$ cat src/design/bgc_pkg.sv
// Shared types and constants for the button gesture classifier.
// Holds the event and state codes, register indexes and the config record.
// No dependencies.
package bgc_pkg;

	localparam int unsigned TICK_W = 32;
	localparam int unsigned CFG_W  = 16;
	localparam int unsigned CNT_W  = 8;
	localparam int unsigned IDX_W  = 3;

	localparam logic [CNT_W-1:0] CLICK_MAX = '1;

	typedef enum logic [1:0] {
		EDGE_NONE    = 2'd0,
		EDGE_PRESS   = 2'd1,
		EDGE_RELEASE = 2'd2
	} edge_t;

	typedef enum logic [2:0] {
		EV_NONE        = 3'd0,
		EV_CLICK       = 3'd1,
		EV_HOLD        = 3'd2,
		EV_HOLD_REPEAT = 3'd3,
		EV_LONG_HOLD   = 3'd4,
		EV_LONG_REPEAT = 3'd5
	} gesture_t;

	typedef enum logic [1:0] {
		ST_RELEASED = 2'd0,
		ST_PRESSED  = 2'd1,
		ST_HOLD     = 2'd2,
		ST_LONG     = 2'd3
	} bstate_t;

	typedef enum logic [IDX_W-1:0] {
		REG_DEBOUNCE    = 3'd0,
		REG_CLICK_GAP   = 3'd1,
		REG_HOLD        = 3'd2,
		REG_LONG_HOLD   = 3'd3,
		REG_HOLD_REPEAT = 3'd4,
		REG_LONG_REPEAT = 3'd5
	} reg_idx_t;

	localparam logic [CFG_W-1:0] DEBOUNCE_RST    = 16'd20;
	localparam logic [CFG_W-1:0] CLICK_GAP_RST   = 16'd250;
	localparam logic [CFG_W-1:0] HOLD_RST        = 16'd500;
	localparam logic [CFG_W-1:0] LONG_HOLD_RST   = 16'd2000;
	localparam logic [CFG_W-1:0] HOLD_REPEAT_RST = 16'd100;
	localparam logic [CFG_W-1:0] LONG_REPEAT_RST = 16'd50;

	typedef struct packed {
		logic [CFG_W-1:0] debounce_time;
		logic [CFG_W-1:0] click_gap_time;
		logic [CFG_W-1:0] hold_time;
		logic [CFG_W-1:0] long_hold_time;
		logic [CFG_W-1:0] hold_repeat_time;
		logic [CFG_W-1:0] long_repeat_time;
	} cfg_t;

	typedef struct packed {
		edge_t edge_evt;
		logic  level;
	} deb_out_t;

	typedef struct packed {
		gesture_t          gesture;
		logic [CNT_W-1:0]  clicks;
		bstate_t           state;
	} cls_out_t;

endpackage

$ cat src/design/bgc_debounce.sv
// Debounce stage: accepted level and the stamp of the last agreeing sample.
// Depends on bgc_pkg.
module bgc_debounce (
	input  logic                         clk,
	input  logic                         arst_n,
	input  logic                         en,
	input  logic                         raw,
	input  logic [bgc_pkg::TICK_W-1:0]   now,
	input  logic [bgc_pkg::CFG_W-1:0]    debounce_time,
	output bgc_pkg::deb_out_t            result
);

	logic                       level_q;
	logic [bgc_pkg::TICK_W-1:0] stamp_q;
	logic [bgc_pkg::TICK_W-1:0] elapsed;
	logic                       agree;
	logic                       expired;

	assign elapsed = now - stamp_q;
	assign agree   = (raw == level_q);
	assign expired = elapsed >= {{(bgc_pkg::TICK_W-bgc_pkg::CFG_W){1'b0}}, debounce_time};

	always_comb begin
		result.level    = level_q;
		result.edge_evt = bgc_pkg::EDGE_NONE;
		if (!agree && expired) begin
			result.level    = ~level_q;
			result.edge_evt = level_q ? bgc_pkg::EDGE_RELEASE : bgc_pkg::EDGE_PRESS;
		end
	end

	always_ff @(posedge clk or negedge arst_n) begin
		if (!arst_n) begin
			level_q <= 1'b0;
			stamp_q <= '0;
		end else if (en) begin
			level_q <= result.level;
			// The stamp follows the sample whenever it agrees or a change is taken.
			if (agree || expired) begin
				stamp_q <= now;
			end
		end
	end

endmodule

$ cat src/design/bgc_classifier.sv
// Gesture state machine: released, pressed, hold and long hold.
// Keeps the click counter and the press and repeat stamps. Depends on bgc_pkg.
module bgc_classifier (
	input  logic                         clk,
	input  logic                         arst_n,
	input  logic                         en,
	input  logic                         level,
	input  logic [bgc_pkg::TICK_W-1:0]   now,
	input  bgc_pkg::cfg_t                cfg,
	output bgc_pkg::cls_out_t            result
);

	localparam int unsigned PAD_W = bgc_pkg::TICK_W - bgc_pkg::CFG_W;

	bgc_pkg::bstate_t           state_q, state_d;
	logic [bgc_pkg::TICK_W-1:0] press_q, press_d;
	logic [bgc_pkg::TICK_W-1:0] repeat_q, repeat_d;
	logic [bgc_pkg::CNT_W-1:0]  clicks_q, clicks_d;
	logic [bgc_pkg::TICK_W-1:0] since_press;
	logic [bgc_pkg::TICK_W-1:0] since_repeat;
	bgc_pkg::gesture_t          gesture;

	assign since_press  = now - press_q;
	assign since_repeat = now - repeat_q;

	always_comb begin
		state_d  = state_q;
		press_d  = press_q;
		repeat_d = repeat_q;
		clicks_d = clicks_q;
		gesture  = bgc_pkg::EV_NONE;
		case (state_q)
			bgc_pkg::ST_RELEASED: begin
				if (!level) begin
					if (clicks_q != '0 &&
					    since_press > {{PAD_W{1'b0}}, cfg.click_gap_time}) begin
						gesture  = bgc_pkg::EV_CLICK;
						clicks_d = '0;
					end
				end else begin
					state_d = bgc_pkg::ST_PRESSED;
					press_d = now;
				end
			end
			bgc_pkg::ST_PRESSED: begin
				if (!level) begin
					if (clicks_q != bgc_pkg::CLICK_MAX) begin
						clicks_d = clicks_q + 1'b1;
					end
					state_d = bgc_pkg::ST_RELEASED;
				end else if (since_press >= {{PAD_W{1'b0}}, cfg.hold_time}) begin
					gesture  = bgc_pkg::EV_HOLD;
					press_d  = now;
					repeat_d = now;
					state_d  = bgc_pkg::ST_HOLD;
				end
			end
			bgc_pkg::ST_HOLD: begin
				if (!level) begin
					state_d  = bgc_pkg::ST_RELEASED;
					clicks_d = '0;
				end else if (since_press < {{PAD_W{1'b0}}, cfg.long_hold_time}) begin
					if (since_repeat >= {{PAD_W{1'b0}}, cfg.hold_repeat_time}) begin
						gesture  = bgc_pkg::EV_HOLD_REPEAT;
						repeat_d = now;
					end
				end else begin
					gesture  = bgc_pkg::EV_LONG_HOLD;
					press_d  = now;
					repeat_d = now;
					state_d  = bgc_pkg::ST_LONG;
				end
			end
			default: begin
				// Long hold: a release goes straight back with no repeat event.
				if (!level) begin
					state_d  = bgc_pkg::ST_RELEASED;
					clicks_d = '0;
				end else if (since_repeat >= {{PAD_W{1'b0}}, cfg.long_repeat_time}) begin
					gesture  = bgc_pkg::EV_LONG_REPEAT;
					repeat_d = now;
				end
			end
		endcase
	end

	assign result.gesture = gesture;
	assign result.clicks  = clicks_q;
	assign result.state   = state_d;

	always_ff @(posedge clk or negedge arst_n) begin
		if (!arst_n) begin
			state_q  <= bgc_pkg::ST_RELEASED;
			press_q  <= '0;
			repeat_q <= '0;
			clicks_q <= '0;
		end else if (en) begin
			state_q  <= state_d;
			press_q  <= press_d;
			repeat_q <= repeat_d;
			clicks_q <= clicks_d;
		end
	end

endmodule

$ cat src/design/button_gesture_classifier.sv
// Button gesture classifier top level: config registers, input and result registers.
// A beat passes through the input register, then the result register, to the master side.
// One beat per cycle unless m_tready is low; an empty input register still takes a beat.
// The debounce and gesture state update in the cycle the input register hands on its beat.
// Reset (arst_n low, asynchronous) empties both registers, clears the debounce
// and gesture state and loads the default timing values.
module button_gesture_classifier (
	input  logic                          clk,
	input  logic                          arst_n,
	input  logic                          cfg_wr_en,
	input  logic [bgc_pkg::IDX_W-1:0]     cfg_index,
	input  logic [bgc_pkg::CFG_W-1:0]     cfg_data,
	input  logic                          s_tvalid,
	output logic                          s_tready,
	input  logic [39:0]                   s_tdata,  // raw_pressed, now_ticks[31:0], 7 zero bits
	output logic                          m_tvalid,
	input  logic                          m_tready,
	output logic [15:0]                   m_tdata   // edge_event[1:0], gesture_event[2:0],
	                                                // click_count[7:0], debounced_level,
	                                                // button_state[1:0]
);

	bgc_pkg::cfg_t              cfg_q;
	logic                       valid_s1;
	logic                       raw_s1;
	logic [bgc_pkg::TICK_W-1:0] now_s1;
	logic                       valid_s2;
	logic [15:0]                data_s2;
	logic                       advance;
	logic                       any_event;
	logic [bgc_pkg::CNT_W-1:0]  count_out;
	bgc_pkg::deb_out_t          deb;
	bgc_pkg::cls_out_t          cls;

	always_ff @(posedge clk or negedge arst_n) begin
		if (!arst_n) begin
			cfg_q.debounce_time    <= bgc_pkg::DEBOUNCE_RST;
			cfg_q.click_gap_time   <= bgc_pkg::CLICK_GAP_RST;
			cfg_q.hold_time        <= bgc_pkg::HOLD_RST;
			cfg_q.long_hold_time   <= bgc_pkg::LONG_HOLD_RST;
			cfg_q.hold_repeat_time <= bgc_pkg::HOLD_REPEAT_RST;
			cfg_q.long_repeat_time <= bgc_pkg::LONG_REPEAT_RST;
		end else if (cfg_wr_en) begin
			case (bgc_pkg::reg_idx_t'(cfg_index))
				bgc_pkg::REG_DEBOUNCE:    cfg_q.debounce_time    <= cfg_data;
				bgc_pkg::REG_CLICK_GAP:   cfg_q.click_gap_time   <= cfg_data;
				bgc_pkg::REG_HOLD:        cfg_q.hold_time        <= cfg_data;
				bgc_pkg::REG_LONG_HOLD:   cfg_q.long_hold_time   <= cfg_data;
				bgc_pkg::REG_HOLD_REPEAT: cfg_q.hold_repeat_time <= cfg_data;
				bgc_pkg::REG_LONG_REPEAT: cfg_q.long_repeat_time <= cfg_data;
				default: ;
			endcase
		end
	end

	// The held beat moves on when the result register is empty or being drained.
	assign advance  = valid_s1 && (!valid_s2 || m_tready);
	assign s_tready = !valid_s1 || advance;

	always_ff @(posedge clk or negedge arst_n) begin
		if (!arst_n) begin
			valid_s1 <= 1'b0;
		end else if (s_tready) begin
			valid_s1 <= s_tvalid;
		end
	end

	always_ff @(posedge clk) begin
		if (s_tvalid && s_tready) begin
			raw_s1 <= s_tdata[0];
			now_s1 <= s_tdata[32:1];
		end
	end

	bgc_debounce u_debounce (
		.clk           (clk),
		.arst_n        (arst_n),
		.en            (advance),
		.raw           (raw_s1),
		.now           (now_s1),
		.debounce_time (cfg_q.debounce_time),
		.result        (deb)
	);

	bgc_classifier u_classifier (
		.clk    (clk),
		.arst_n (arst_n),
		.en     (advance),
		.level  (deb.level),
		.now    (now_s1),
		.cfg    (cfg_q),
		.result (cls)
	);

	assign any_event = (deb.edge_evt != bgc_pkg::EDGE_NONE) || (cls.gesture != bgc_pkg::EV_NONE);
	assign count_out = any_event ? cls.clicks : '0;

	always_ff @(posedge clk or negedge arst_n) begin
		if (!arst_n) begin
			valid_s2 <= 1'b0;
		end else if (advance) begin
			valid_s2 <= 1'b1;
		end else if (m_tready) begin
			valid_s2 <= 1'b0;
		end
	end

	always_ff @(posedge clk) begin
		if (advance) begin
			data_s2 <= {cls.state, deb.level, count_out, cls.gesture, deb.edge_evt};
		end
	end

	assign m_tvalid = valid_s2;
	assign m_tdata  = data_s2;

`ifndef NO_ASSERTIONS
	a_hold_state: assert property (@(posedge clk) disable iff (!arst_n)
		m_tvalid && m_tdata[4:2] == bgc_pkg::EV_HOLD |-> m_tdata[15:14] == bgc_pkg::ST_HOLD)
		else $error("hold event without hold state");

	a_long_state: assert property (@(posedge clk) disable iff (!arst_n)
		m_tvalid && (m_tdata[4:2] == bgc_pkg::EV_LONG_HOLD ||
		             m_tdata[4:2] == bgc_pkg::EV_LONG_REPEAT)
		|-> m_tdata[15:14] == bgc_pkg::ST_LONG)
		else $error("long hold event outside long hold state");

	a_press_level: assert property (@(posedge clk) disable iff (!arst_n)
		m_tvalid && m_tdata[1:0] == bgc_pkg::EDGE_PRESS |-> m_tdata[13])
		else $error("pressed edge with released level");

	a_quiet_count: assert property (@(posedge clk) disable iff (!arst_n)
		m_tvalid && m_tdata[1:0] == bgc_pkg::EDGE_NONE && m_tdata[4:2] == bgc_pkg::EV_NONE
		|-> m_tdata[12:5] == '0)
		else $error("click count shown without an event");

	a_empty_ready: assert property (@(posedge clk) disable iff (!arst_n)
		!valid_s1 |-> s_tready)
		else $error("input stalled while input register empty");
`endif

endmodule
$ cat config.mk
export PLATFORM = sky130hd
export DESIGN_NAME = button_gesture_classifier
export DESIGN_NICKNAME = d
export VERILOG_FILES = /design/src/design/bgc_pkg.sv /design/src/design/bgc_debounce.sv /design/src/design/bgc_classifier.sv /design/src/design/button_gesture_classifier.sv
export SDC_FILE = /design/constraint.sdc
export NUM_CORES = 1
export LEC_CHECK = 0
export BUFFER_PORTS_ARGS = -buffer_cell sky130_fd_sc_hd__buf_2
export CAP_MARGIN = 20
export CORE_ASPECT_RATIO = 1.4
export CORE_MARGIN = 1.5
export CORE_UTILIZATION = 47
export CTS_CLUSTER_DIAMETER = 200
export CTS_CLUSTER_SIZE = 25
export DETAILED_ROUTE_END_ITERATION = 8
export PLACE_DENSITY = 0.6
export REMOVE_ABC_BUFFERS = 1
export SLEW_MARGIN = 20
export SYNTH_ARGS = -nofsm -noshare
export SYNTH_HDL_FRONTEND = slang
export SYNTH_SLANG_ARGS = --single-unit
$ cat constraint.sdc
create_clock -name clk -period 8.35 [get_ports clk]
set_input_delay 1.67 -clock clk [delete_from_list [all_inputs] [get_ports clk]]
set_output_delay 1.67 -clock clk [all_outputs]
set_load 0.005 [all_outputs]
# Word level (Yosys, flattened, before mapping)
# Index checks and enable logic that the tools add are counted.
# word_totals
inputBits	64
elab_cells	116
ram_bits	0
out_inout_bits	18
latchBits	0
reg_bits	254
romBits	0
memories	0
# classes
multipliers	0
n_bitwise	3
shift	0
reduce_logical	29
magnitude_cmp	6
n_mux	39
n_eq_ne	17
n_addsub	4
n_div	0
# op_table
op	n
$mux 32	10
$pmux 32 s3	2
$ge 32x16->1	4
$sub 32x32->32	3
$mux 8	5
$gt 32x16->1	1
$lt 32x16->1	1
$mux 3	7
$mux 2	9
$pmux 8 s2	1
$reduce_and 2->1	7
$pmux 3 s3	1
$reduce_bool 3->1	3
$add 8x1->8 const B	1
$ne 2x2->1 const B	4
$ne 8x8->1 const B	1
$reduce_bool 8->1	1
$reduce_and 7->1	1
$eq 3x2->1 const B	2
$eq 3x3->1 const B	2
$ne 2x1->1 const B	3
$pmux 2 s3	1
$reduce_and 6->1	1
$logic_and 1x1->1	4
other kinds (13)	23

# Logic depth before layout (Yosys ltp)
# logic_depth
depth_word	8
ltp_mapped	26
ltp_nobuf	24

# Modules after synthesis
# Synthesis repeated with hierarchy kept, for this count alone.
# unflattened
cells_unflattened	1813
area_unflattened_um2	18368.9
# by_module_without_submodules
mod	cells_per_inst	seq_area_each_um2	area_each_um2	n_inst
bgc_classifier	1089	1851.8	9068.7	1
button_gesture_classifier	275	3956.3	5378.9	1
bgc_debounce	449	825.8	3921.3	1

# Worst setup path before layout
# No wires, ideal clock.
# synth_timing
path_type	register -> register
from	register now_s1[8] (netlist bit)
to	register u_classifier.repeat_q[10] (netlist bit)
path_stages_with_launch	24
path_slack_ns	3.263
n_path_buf	2
required_ns	8.225
synth_period_minus_slack_ns	5.087
setup_time_ns	0.125
arrival_time_ns	4.961
cell_sequence	edfxtp_1 -> ha_1 -> clkbuf_1 -> a21o_1 -> a31o_2 -> o21ai_0 -> nand2b_1 -> a21oi_1 -> nor2_1 -> nor2_1 -> xnor2_1 -> ha_1 -> a21o_1 -> a21o_1 -> a21oi_1 -> o2111ai_1 -> a211oi_1 -> nand4_1 -> nor4_4 -> mux2i_1 -> a211o_1 -> a2111oi_4 -> buf_6 -> mux2_4
# synth_via
elab_chain_len	5
elab_cells_between_ends	17
classes_between	add/sub: 3; order compare: 5; eq/ne: 2; mux: 4; reduce/logical: 3
# synth_lines
element	line_no	rtl
from (decl)	button_gesture_classifier.sv:26	logic [bgc_pkg::TICK_W-1:0] now_s1;
from (signal assigned)	button_gesture_classifier.sv:71	now_s1 <= s_tdata[32:1];
$sub 32x32->32 (on tied branches)	bgc_classifier.sv:23, bgc_debounce.sv:19	
$lt 32x16->1 / $ge 32x16->1 (equally long branches)	bgc_classifier.sv:62, bgc_debounce.sv:21	
$mux 32 / $logic_and 1x1->1 (equally long branches)	bgc_classifier.sv:62, bgc_debounce.sv:26	
$mux 32 / $mux 3 (equally long branches)	bgc_classifier.sv:59, bgc_debounce.sv:26	
$pmux 32 s3 / $reduce_and 6->1 (equally long branches)	n/a	
to (signal assigned)	bgc_classifier.sv:100	repeat_q <= repeat_d;
to (decl)	bgc_classifier.sv:17	logic [bgc_pkg::TICK_W-1:0] repeat_q, repeat_d;
# Parallel ways exist; a longest one is shown, timed or not. The select of a mux whose other input is x is not followed.
# A chain may end at the register's enable or synchronous reset.

# Final worst setup path
# layout_timing
from	register now_s1[6] (netlist bit)
to	register u_classifier.press_q[28] (netlist bit)
# layout_via
elab_chain_len	6
elab_cells_between_ends	13
classes_between	add/sub: 2; order compare: 3; eq/ne: 5; mux: 1; reduce/logical: 2
# layout_lines
element	line_no	rtl
$sub 32x32->32	bgc_debounce.sv:19	assign elapsed = now - stamp_q;
$ge 32x16->1	bgc_debounce.sv:21	assign expired = elapsed >= {{(bgc_pkg::TICK_W-bgc_pkg::CFG_W){1'b0}}, debounce_time};
$logic_and 1x1->1	bgc_debounce.sv:26	if (!agree && expired) begin
$mux 3	bgc_debounce.sv:26	
$ne 2x2->1 (no line)	n/a	
$reduce_and 7->1 (no line) (*)	n/a	
to (signal assigned)	bgc_classifier.sv:99	press_q <= press_d;
to (decl)	bgc_classifier.sv:16	logic [bgc_pkg::TICK_W-1:0] press_q, press_d;
# Mark *: on every way between the ends. The rest lies on a longest branch, timed or not.

==> impl_metrics.ini <==
[clock_tree]
cts_buffers = 14
cts-htree-levels = 1
clkTransAtPathRegs_ps = 100
cts_setup_buffers = 0
cts_tree = built
cts-root-buf = clkbuf_16
hold_buffers = 0
cts_resized = 0
clockBufferDepth = 3
clk_latency_ps = 530
cts.sinks = 254

[yosys]
synth.area.mux_share_pct = 9.27
yosysWarnings = 0
ys_ff_latch = 254
synth_area_um2 = 18100
synthSimpleGateAreaFrac_pct = 13.4
synth_cell_type_count = 81
synth_top_area_share_pct = 24.7
synth_top_family_by_area = compound AO/OA/AOI/OAI gates
synth_edf_count = 49
synthAdderAreaFrac_pct = 13.7
synth_sequential_area_ratio_pct = 36.6
syn_inst = 1943
synth_commonest_cells = inv_1 (219), ha_1 (194), dfrtp_1 (179), nand2_1 (172), o21ai_0 (153)
synth_xor_area_share_pct = 3.14
post-synth-top-count-cell = inv_1
synth_top_cells_by_area = dfrtp_1 (25%), ha_1 (13%), edfxtp_1 (8.1%), mux2_2 (6.2%), inv_1 (4.5%)
synth-compound-area-share_pct = 17.9
yosys_most_used_dff = dfrtp_1
async_flop_share_pct = 80.7
synth_area_leader_cell = dfrtp_1
avgSynthCellArea_um2 = 9.34

[layout]
stdcell_count = 2467
fillCellCount = 3637
areaGrowthSynthToFinish_pct = 7.05
fin_nets = 2242
n_antenna_cell = 0
final_layout_size_suffix_gt1_share_pct = 14.1

[floorplan]
start_util_pct = 47.4
die_y_um = 236
die_w_um = 169
core_um2 = 38300
rows = 85
ios = 82
dieArea_um2 = 39800

[placement]
place.gp.congestion = 0.906
io_buffers = 74
dp_cells = 2442
hpwl_um = 37500

[routing]
wl_per_cell_um = 19.3
drtPass1Iterations = 5
ant_nets = 0
vias = 14300
wirelength_um = 47700
vias_per_cell = 5.78
drt-initial-drc-count = 785
drcViolationCount = 0

[setup_path]
crit_arrival_ps = 7430
reg2reg_to = u_classifier.press_q[28]$_DFFE_PN0P_
r2r_cells = 22
critPathKind = register to register
startpoint = now_s1[6]$_DFFE_PP_
worstPathMaxFanout = 26
crit_end = u_classifier.press_q[28]$_DFFE_PN0P_
r2r-start = now_s1[6]$_DFFE_PP_
crit_path_start_kind = register
cp.required_ps = 8760
rrSetupSlack_ps = 1330
end_kind = register

[job]
maxCapViolCount = 0

[sta]
slew_viol_final = 0
skew_ps = 37.5
hold_violations = 0
setup_violations = 0
relSlewSlack_pct = 29.5
tightest_slew_ps = 1040
fmax_ghz = 0.142
min_period_ps = 7020
post-route-period-util_pct = 84.1
rsz0062_at_grt = false
setup_tns_ps = 0

[status]
status = finished clean

[global_routing]
grt.total_usage_pct = 24.2
grt_overflow = 0
antenna_found_initial = 0
grt_pass1_vias = 14100
grt_max_degree = 109
grt_pass1_wl_um = 75500

[power]
ir_drop_mv = 0.221
p_leak_nw = 8.96
power_per_cell_area_nw_per_um2 = 353

[min_path]
hold_class = register to register
## cells by family (layout without fill, tap and decap cells)
logic type                 Yosys count  after routing
and+or+nand+nor                    496            496
adders and majority gates          197            197
muxes                              141            141
DFF                                254            254
buffers and inverters              284            330
AOI/OAI and AO/OA                  506            506
xor gates and xnor gates            65             65
## power breakdown
part	switching (W)	total, W	internal (W)	leakage (nW)
sequential	0.000192	0.00181	0.00162	2.90
clock	0.000443	0.000789	0.000345	0.206
combinational	0.00249	0.00426	0.00178	5.86
## layout by cell type, fill, tap and decap left out, drive strengths merged, types with 29 or more instances in the layout
cell      n
inv     219
ha      194
dfrtp   179
nand2   172
o21ai   154
mux2    130
a21oi   120
nor2     91
buf      86
a21o     56
edfxtp   49
nand4    46
xnor2    44
nor3     41
nand3    29
## layer usage
metal	vias to the layer above	track usage [%]	part of all wire (%)
met4	0	9.31	4.1
met3	87	2.37	3.2
met2	247	44.9	51
met5	-	0	0
li1	7005	-	-
met1	6918	28.5	41
## critical path, stage by stage, from the launching register on
cell and delay [ps]:
edfxtp_1 550, ha_1 440, a21o_1 220, a31o_2 280, o21ai_0 160, nand2b_1 70
a21oi_1 230, nor2_1 80, nor2_1 200, xnor2_1 170, ha_1 270, a21o_1 180
a21o_1 170, a21oi_1 150, o2111ai_1 130, a211oi_1 420, nand4_1 230, nor4_4 680
mux2i_1 780, a211o_1 320, or2_1 370, buf_4 400, mux2_2 380
## metrics by stage
| step | hold slack [ps] | setup slack (ps) | cell area (um^2) | total power [W] | utilization (%) |
|---|---|---|---|---|---|
| floorplan | 454 | 1880 | 17900 | 0.00492 | - |
| global placement | 468 | 1590 | 19000 | 0.00596 | 49.6 |
| detailed placement | 486 | 1450 | 19000 | 0.00606 | 49.6 |
| CTS | 514 | 1400 | 19400 | 0.00689 | 50.7 |
| global route | 518 | 902 | 19400 | 0.00750 | 50.7 |
| finish | 510 | 1330 | 19400 | 0.00686 | 50.7 |
## worst min-delay path by stage
stage	to	slack (ps)	start	cells past startpoint
after detailed placement	m_tvalid$_DFFE_PN0P_	490	valid_s1$_DFFE_PN0N_	1
after floorplan	u_debounce.stamp_q[0]$_DFFE_PN0P_	450	u_debounce.stamp_q[0]$_DFFE_PN0P_	2
after CTS	u_debounce.stamp_q[0]$_DFFE_PN0P_	510	u_debounce.stamp_q[0]$_DFFE_PN0P_	2
after global placement	u_debounce.stamp_q[0]$_DFFE_PN0P_	470	u_debounce.stamp_q[0]$_DFFE_PN0P_	2
after global routing	u_debounce.stamp_q[28]$_DFFE_PN0P_	520	u_debounce.stamp_q[28]$_DFFE_PN0P_	1
final	u_debounce.stamp_q[26]$_DFFE_PN0P_	510	u_debounce.stamp_q[26]$_DFFE_PN0P_	1
## sequential cells by signal, indices dropped and copies added, names as in the netlist
signal,count
u_classifier.clicks_q,8
u_debounce.stamp_q,32
u_classifier.repeat_q,32
valid_s1,1
u_classifier.press_q,32
now_s1,32
m_tdata,16
raw_s1,1
u_debounce.level_q,1
cfg_q,96
m_tvalid,1
u_classifier.state_q,2
## area by class of cell
| cell class | count | area [um^2] | area share (%) |
|---|---|---|---|
| Inverter | 219 | 822 | 4.23 |
| Clock inverter | 1 | 30.0 | 0.155 |
| Clock buffer | 23 | 405 | 2.09 |
| Multi-Input combinational cell | 1405 | 10500 | 53.8 |
| Timing Repair Buffer | 87 | 484 | 2.49 |
| Tap cell | 478 | 598 | 3.08 |
| Sequential cell | 254 | 6630 | 34.1 |
Note: power is estimated with default switching activity, not from simulation.
